==> config.mk <==
export PLATFORM = sky130hd
export DESIGN_NAME = lossless_float_narrowing
export DESIGN_NICKNAME = d
export VERILOG_FILES = /design/src/rtl/lfn_pkg.sv /design/src/rtl/lossless_float_narrowing.sv /design/src/rtl/lfn_d2s.sv /design/src/rtl/lfn_s2h.sv
export SDC_FILE = /design/constraint.sdc
export NUM_CORES = 1
export LEC_CHECK = 0
export BUFFER_PORTS_ARGS = -buffer_cell sky130_fd_sc_hd__buf_2
export CORE_MARGIN = 4
export CORE_UTILIZATION = 25
export CTS_CLUSTER_DIAMETER = 150
export DETAILED_ROUTE_END_ITERATION = 10
export PLACE_DENSITY_LB_ADDON = 0.08
export SKIP_CTS_REPAIR_TIMING = 1
export SLEW_MARGIN = 20
export SYNTH_ARGS = -nofsm -noshare
export SYNTH_HDL_FRONTEND = slang
export SYNTH_SLANG_ARGS = --single-unit
==> constraint.sdc <==
create_clock -name clk -period 10.4 [get_ports clk]
set_input_delay 1.56 -clock clk [delete_from_list [all_inputs] [get_ports clk]]
set_output_delay 1.56 -clock clk [all_outputs]
set_load 0.01 [all_outputs]
==> src/rtl/lfn_pkg.sv <==
// Package: formats, payload types and stage records for the narrowing pipeline.
package lfn_pkg;

  typedef enum logic [1:0] {
    FMT_HALF   = 2'd0,
    FMT_SINGLE = 2'd1,
    FMT_DOUBLE = 2'd2
  } fmt_t;

  // first stage record: double to single attempt
  typedef struct packed {
    logic        ok;
    logic [31:0] bits;
    logic [63:0] orig;
  } s1_t;

  // second stage record: final choice
  typedef struct packed {
    fmt_t        fmt;
    logic [63:0] bits;
  } res_t;

endpackage

==> src/rtl/lossless_float_narrowing.sv <==
// Top level: three-stage pipeline narrowing binary64 to the shortest exact format.
// Stages: input, single, half/output.
// Throughput: one item per cycle; the whole pipeline advances when the output slot
// is free or being taken, so a stall holds every stage and loses nothing.
// Reset: rst (synchronous) clears all valid bits and sets allow_half to 1.
module lossless_float_narrowing import lfn_pkg::*; (
  input  logic        clk,
  input  logic        rst,
  input  logic        cfg_valid,
  output logic        cfg_ready,
  input  logic        cfg_data,       // allow_half
  input  logic        s_tvalid,
  output logic        s_tready,
  input  logic [63:0] s_tdata,        // [63:0] double_bits
  output logic        m_tvalid,
  input  logic        m_tready,
  output logic [71:0] m_tdata         // [1:0] result_format, [65:2] result_bits, zero pad
);
  logic        allow_half;
  logic [63:0] in_reg;
  logic [2:0]  vld;
  logic        adv;
  s1_t         s1;
  res_t        s2;

  // advance everything when the last slot is empty or being drained
  assign adv      = !vld[2] || m_tready;
  assign s_tready = adv;
  assign cfg_ready = 1'b1;

  always_ff @(posedge clk) begin
    if (rst) begin
      vld        <= '0;
      allow_half <= 1'b1;
    end else begin
      if (cfg_valid) allow_half <= cfg_data;
      if (adv) vld <= {vld[1:0], s_tvalid};
    end
  end

  // register the incoming item
  always_ff @(posedge clk) begin
    if (adv) in_reg <= s_tdata;
  end

  lfn_d2s u_d2s (.clk(clk), .en(adv), .x(in_reg), .q(s1));
  lfn_s2h u_s2h (.clk(clk), .en(adv), .allow_half(allow_half), .a(s1), .q(s2));

  assign m_tvalid = vld[2];
  assign m_tdata  = {6'd0, s2.bits, s2.fmt};

  // a stalled result holds its valid
  a_hold: assert property (@(posedge clk) disable iff (rst)
    m_tvalid && !m_tready |=> m_tvalid) else $error("result dropped under stall");
  // accepted items pass the input, single and half/output stages to the output while m_tready stays high
  a_pipe: assert property (@(posedge clk) disable iff (rst)
    s_tvalid && s_tready && m_tready ##1 m_tready ##1 m_tready |=> m_tvalid)
    else $error("item lost in pipeline");
  // half results are right-aligned in 16 bits
  a_half: assert property (@(posedge clk) disable iff (rst)
    m_tvalid && s2.fmt == FMT_HALF |-> s2.bits[63:16] == '0)
    else $error("half result not aligned");
endmodule

==> src/rtl/lfn_d2s.sv <==
// Double to single exact narrowing, one registered stage.
module lfn_d2s import lfn_pkg::*; (
  input  logic        clk,
  input  logic        en,
  input  logic [63:0] x,
  output s1_t         q
);
  logic        sign;
  logic [10:0] bexp;
  logic [51:0] frac;
  logic [52:0] full;
  logic [5:0]  shift;
  logic [52:0] lowm;
  s1_t         d;

  assign sign = x[63];
  assign bexp = x[62:52];
  assign frac = x[51:0];
  assign full = {1'b1, frac};
  // subnormal shift = (-126 - e) + 29 with e = bexp - 1023, so 926 - bexp
  assign shift = 6'(11'd926 - bexp);
  assign lowm  = (53'd1 << shift) - 53'd1;

  always_comb begin
    d.ok   = 1'b0;
    d.bits = '0;
    d.orig = x;
    if (bexp == 11'd0) begin
      d.ok   = (frac == '0);
      d.bits = {sign, 31'd0};
    end else if (bexp == 11'h7ff) begin
      d.ok   = (frac[28:0] == '0);
      d.bits = {sign, 8'hff, frac[51:29]};
    end else if (bexp >= 11'd897 && bexp <= 11'd1150) begin
      d.ok   = (frac[28:0] == '0);
      d.bits = {sign, 8'(bexp - 11'd896), frac[51:29]};
    end else if (bexp < 11'd897 && bexp >= 11'd874) begin
      // shift in 30..52
      d.ok   = ((full & lowm) == '0);
      d.bits = {sign, 31'(full >> shift)};
    end
  end

  always_ff @(posedge clk) begin
    if (en) q <= d;
  end
endmodule

==> src/rtl/lfn_s2h.sv <==
// Single to half exact narrowing and final selection, one registered stage.
module lfn_s2h import lfn_pkg::*; (
  input  logic clk,
  input  logic en,
  input  logic allow_half,
  input  s1_t  a,
  output res_t q
);
  logic        sign;
  logic [7:0]  bexp;
  logic [22:0] frac;
  logic [23:0] full;
  logic [4:0]  shift;
  logic [23:0] lowm;
  logic        hok;
  logic [15:0] hb;
  res_t        d;

  assign sign  = a.bits[31];
  assign bexp  = a.bits[30:23];
  assign frac  = a.bits[22:0];
  assign full  = {1'b1, frac};
  assign shift = 5'(8'd126 - bexp);
  assign lowm  = (24'd1 << shift) - 24'd1;

  always_comb begin
    hok = 1'b0;
    hb  = '0;
    if (bexp == 8'd0) begin
      hok = (frac == '0);
      hb  = {sign, 15'd0};
    end else if (bexp == 8'hff) begin
      hok = (frac[12:0] == '0);
      hb  = {sign, 5'h1f, frac[22:13]};
    end else if (bexp >= 8'd113 && bexp <= 8'd142) begin
      hok = (frac[12:0] == '0);
      hb  = {sign, 5'(bexp - 8'd112), frac[22:13]};
    end else if (bexp < 8'd113 && bexp >= 8'd103) begin
      // shift in 14..23
      hok = ((full & lowm) == '0);
      hb  = {sign, 15'(full >> shift)};
    end
    if (!a.ok) begin
      d.fmt  = FMT_DOUBLE;
      d.bits = a.orig;
    end else if (allow_half && hok) begin
      d.fmt  = FMT_HALF;
      d.bits = {48'd0, hb};
    end else begin
      d.fmt  = FMT_SINGLE;
      d.bits = {32'd0, a.bits};
    end
  end

  always_ff @(posedge clk) begin
    if (en) q <= d;
  end
endmodule
-- After elaboration in Yosys (flattened, before gate mapping)
Cells that the tools add are included.
- $mul: 0
- shift operators: 4
- multiplexer cells: 14
- $lt $le $gt $ge: 8
- equality and inequality tests: 2
- add/subtract/negate cells: 6
- bitwise gates (word level): 2
- div/mod/pow operators: 0
- reduce and logical (&&, ||, !) cells: 15
- operator list (cell ; count):
    $mux 33 ; 4
    $mux 65 ; 1
    $mux 16 ; 4
    $mux 64 ; 1
    $and 53x53->53 ; 1
    $logic_not 53->1 ; 1
    $shl 1x6->53 const A ; 1
    $shr 53x6->31 ; 1
    $sub 53x1->53 const B ; 1
    $logic_not 52->1 ; 1
    $logic_not 29->1 ; 1
    $and 24x24->24 ; 1
    $logic_not 24->1 ; 1
    $shl 1x5->24 const A ; 1
    $shr 24x5->15 ; 1
    $sub 24x1->24 const B ; 1
    $logic_not 23->1 ; 1
    $ge 11x10->1 const B ; 2
    $ge 8x7->1 const B ; 2
    $logic_not 13->1 ; 1
    $eq 11x11->1 const B ; 1
    $le 11x11->1 const B ; 1
    $logic_not 11->1 ; 1
    $lt 11x10->1 const B ; 1
    12 further kinds ; 19
- RAM bits: 0
- logic and storage cells: 60
- register bits after elaboration: 231
- latch bits: 0
- input port bits: 70
- ROM bits: 0
- memories kept: 0
- output and inout bits: 75

-- Depth between registers and ports, before layout
- depth after elaboration: 12
- mapped depth: 19
- mapped depth without buffers: 15

-- Hierarchy
Synthesis repeated with hierarchy kept, for this count alone.
- cell total of the unflattened synthesis: 1710
- area, all modules: 16594.7 µm²
- modules (own cells, without submodules) (module ; sequential area each (µm²) ; cells each ; area an instance (µm²) ; instances):
    lfn_d2s ; 2912.8 ; 987 ; 8604.5 ; 1
    lfn_s2h ; 1981.9 ; 636 ; 5851.9 ; 1
    lossless_float_narrowing ; 2001.9 ; 87 ; 2138.3 ; 1

-- Worst setup path after synthesis
OpenSTA, ideal clock, no wires.
- path kind: input-to-output
- start point: input m_tready
- end point: output s_tready
- data required time: 8.840 ns
- buffers on the path: 0
- cell stages on the path: 1
- arrival time: 7.153 ns
- path slack: 1.687 ns
- path through: nand2b_1
- word-level cells in the longest chain between the ends: 1
- RTL lines (element ; line ; text):
    from (decl) ; lossless_float_narrowing.sv:16 ; input logic m_tready,
    $logic_or 1x1->1 ; lossless_float_narrowing.sv:27 ; assign adv = !vld[2] || m_tready;
    to (decl) ; lossless_float_narrowing.sv:13 ; output logic s_tready,
Every way passes these cells.

==> run summary <==
The run finished with clean final reports. Summing all placed instances gives a cell area of 17200 um^2. The register with the most flip-flops in the layout has 97 of them. Of all flip-flops after synthesis, the portion carrying an async set or reset was 0%. The run gives 1768 as the total number of nets in the final design. The setup path with the least slack is of type flip-flop to flip-flop. Yosys mapped a number of flops with a built-in enable equal to 227. Time the final worst path needs with I/O delays and setup: 6020 ps.

The pin slew with the least headroom to its limit works out to 1110 ps. The power per standard cell area was 155 nW/um^2. On the final layout, the worst clock skew is 28.3 ps. The tools report the maximum clock frequency as 166 MHz. Setup repair after global routing left no endpoint under its margin. The critical path's slowest cell was ha_1. The arrival time of the worst setup path was 6400 ps; the worst-case setup slack after placement was 4460 ps. The routed layout has 14000 vias.

Along the worst path, the maximum fanout reaches 65. Wire length of the first global-routing pass: 103000 um. The sort of element at the start of the critical path is a flip-flop. Across all hold checks on the routed design, the worst slack comes to 453 ps. The routability congestion estimate came out at 0.952. After synthesis, the largest area contributor takes up 43.6% of total cell area. For the critical path data required time, the log shows 10780 ps. Entering global routing, the biggest net connects 72 pins. After floorplanning, the core was sized to cover 61800 um^2. The count of final hold-check violations was 0; the register clock-pin slew on the reported worst setup and hold paths was 70 ps. The final critical path takes up 57.9% of the cycle.

Type of destination of the critical path: a flip-flop. The area growth from synthesis to layout is 16.2%. Fill cells in the final layout number 6486.

In this run, placement finished with an instance count of 2490. The final critical-path setup slack was 4380 ps; the antenna diode instance count was 0. In this run, the number of DRC markers left after iteration 0 of detailed routing was 1331. In this run, synthesis produced a sequential element count of 231. Summing the sequential cell areas from Yosys gives 44.1% of the chip area.

Most instantiated flip-flop cell in the synthesis netlist: edfxtp_1. The worst hold path stage count is 2, and the number of input and output port buffers inserted is 137. The worst hold path belongs to the class flip-flop to flip-flop. Yosys instantiated no cell more often than edfxtp_1.

The floorplan die width is 258 um, and the row count is 91. Global routing used 20.8% of the available tracks across all layers. The tools report the number of antenna violations at the first check in global routing as 0. Dividing the synthesized area by the synthesized cell count gives 9.77 um^2.

The logs give 2.82 mW for the sum of internal, switching and leakage power and 0 for the number of antenna-violating nets in the routed design. Traced cell by cell, the critical path runs through buf_4 > ha_1 > xor2_4 > buf_4 > and2_1 > nand2_1 > ha_1 > o221ai_1 > xnor2_1 > and2_1 > a2111oi_0 > and4_1 > nand4_1 > o41ai_2. The source-to-sink clock delay at the later pin of the worst-skew pair is 560 ps, and the max capacitance violation total is 0. The delay contributed by the slowest stage of the critical path works out to 770 ps. The number of I/O pins came out at 145. Worst voltage drop across the vdd grid: 103 uV. The final layout contains routed wiring with a total length of 71200 um. The total overflow left after global routing is 0. For the die footprint, the log shows 66600 um^2.

Yosys printed 0 warnings. The initial utilization of the core area, before any placement, comes to 25.3%. Synthesis handed over a netlist of 1600 instances. The number of clock buffers added by TritonCTS is 27. Setup total negative slack on the finished layout was measured at 0 ps. After the flow finishes, the layout carries non-filler instances totaling 2539. Via count of the first global-routing pass: 14200.

The tools report the max-slew violation total from the final report as 0. The total half-perimeter wirelength after legalization and detailed placement was 51500 um; the ratio of cells with drive above 1 in the final layout was 17.9%. The post-route core utilization is 29.4%, and the vertical die dimension is 258 um. After detailed routing, the average wire length per cell comes to 28.1 um.

The cell area after layout is 18200 um^2. The cell accounting for the most synthesized area was edfxtp_1. Headroom to the max-slew limit: 26.1%.

In this run the deepest clock path goes through 3 buffers. Leakage power: 6.82 nW. The root buffer cell chosen for the clock tree is clkbuf_16.

For the worst flop-to-flop path, the logic depth is 14. The first TritonRoute pass finished after 5 iterations. TritonCTS built the clock tree. Yosys attributes the largest share of cell area to edfxtp_1, mux4_2, nand2_1, mux2i_1, o21ai_0. Setup violations remaining at the end of the flow were counted as 0. Clock tree synthesis found a total of 231 sinks. Depth of the CTS H-tree: 1. The average vias per placed instance came out at 5.51. In this run, distinct cell masters in the synthesized netlist total 94.

Summing every instance area after synthesis gives 15600 um^2. Ranked by instance count, the synthesized netlist is headed by edfxtp_1, nand2_1, o21ai_0. After detailed routing, the number of remaining DRC violations is 0.
[worst paths after layout]
check	startpoint	end	slack, ps
worst min register to register	vld[1]$_SDFFE_PP0P_	vld[2]$_SDFFE_PP0P_	450
worst max register to register	in_reg[52]$_DFFE_PP_	u_d2s.q[96]$_DFFE_PP_	4380
worst max-delay path	in_reg[52]$_DFFE_PP_	u_d2s.q[96]$_DFFE_PP_	4380
worst min-delay path	vld[1]$_SDFFE_PP0P_	vld[2]$_SDFFE_PP0P_	450
[routing by layer]
metal / global-route usage, % / vias to the layer above / routed length, um
li1: - / 6262 / -
met1: 27.2 / 7053 / 30200
met2: 35.3 / 513 / 34700
met3: 2.24 / 163 / 3170
met4: 8.17 / 0 / 3090
met5: 0 / - / 0
[final cells by class]
type	instances	area (um^2)	area share, %
Multi-Input combinational cell	1213	8200	45.2
Sequential cell	231	6900	38.0
Tap cell	837	1050	5.77
Timing Repair Buffer	175	971	5.35
Clock buffer	31	691	3.80
Clock inverter	18	216	1.19
Inverter	34	128	0.703
[where the power goes]
| group | switching [mW] | total [mW] | internal (mW) |
|---|---|---|---|
| sequential | 0.0944 | 1.19 | 1.10 |
| clock | 0.393 | 0.973 | 0.580 |
| combinational | 0.418 | 0.653 | 0.235 |
[cells in the final DEF, fill, tap and decap left out, types with 10 or more instances in the layout]
cell type / count
ha_1: 15
o31ai_1: 11
edfxtp_1: 227
nor4_1: 23
mux2i_1: 62
mux4_2: 38
and3_1: 14
a22oi_1: 12
a211oi_1: 23
o211ai_1: 30
o22ai_1: 10
inv_1: 31
xnor2_1: 21
a22o_1: 14
xor2_1: 11
o211a_1: 11
buf_4: 38
buf_2: 137
o2111ai_1: 10
nand2_1: 209
nor2_1: 110
nor2b_1: 56
and2_1: 19
nor3_1: 23
nand3_1: 64
clkbuf_16: 27
a21oi_1: 90
nand4_1: 23
a31oi_1: 17
o21ai_0: 115
mux2_2: 10
[worst max-delay path: cells and delay by family, from the launching register on]
| kind | cells | cell delay, ps |
|---|---|---|
| AO/OA/AOI/OAI | 3 | 1600 |
| adder cells (fa/ha/maj) | 2 | 1320 |
| AND/OR/NAND/NOR | 5 | 1160 |
| buffers and inverters | 2 | 1000 |
| XOR/XNOR | 2 | 370 |
| flip-flops | 1 | 320 |
[logic make-up (layout without fill, tap and decap cells)]
| family | after synthesis | count (layout) | share of synthesized area, % |
|---|---|---|---|
| and+or+nand+nor | 599 | 599 | 18.8 |
| other | 2 | 7 | 0.0481 |
| buffers and inverters | 161 | 258 | 4.22 |
| adders and majority gates | 17 | 17 | 1.35 |
| muxes | 111 | 111 | 10.3 |
| xor gates and xnor gates | 39 | 39 | 2.19 |
| AOI/OAI and AO/OA | 440 | 440 | 19.0 |
| DFF | 231 | 231 | 44.1 |
(Power assumes the default switching activity.)
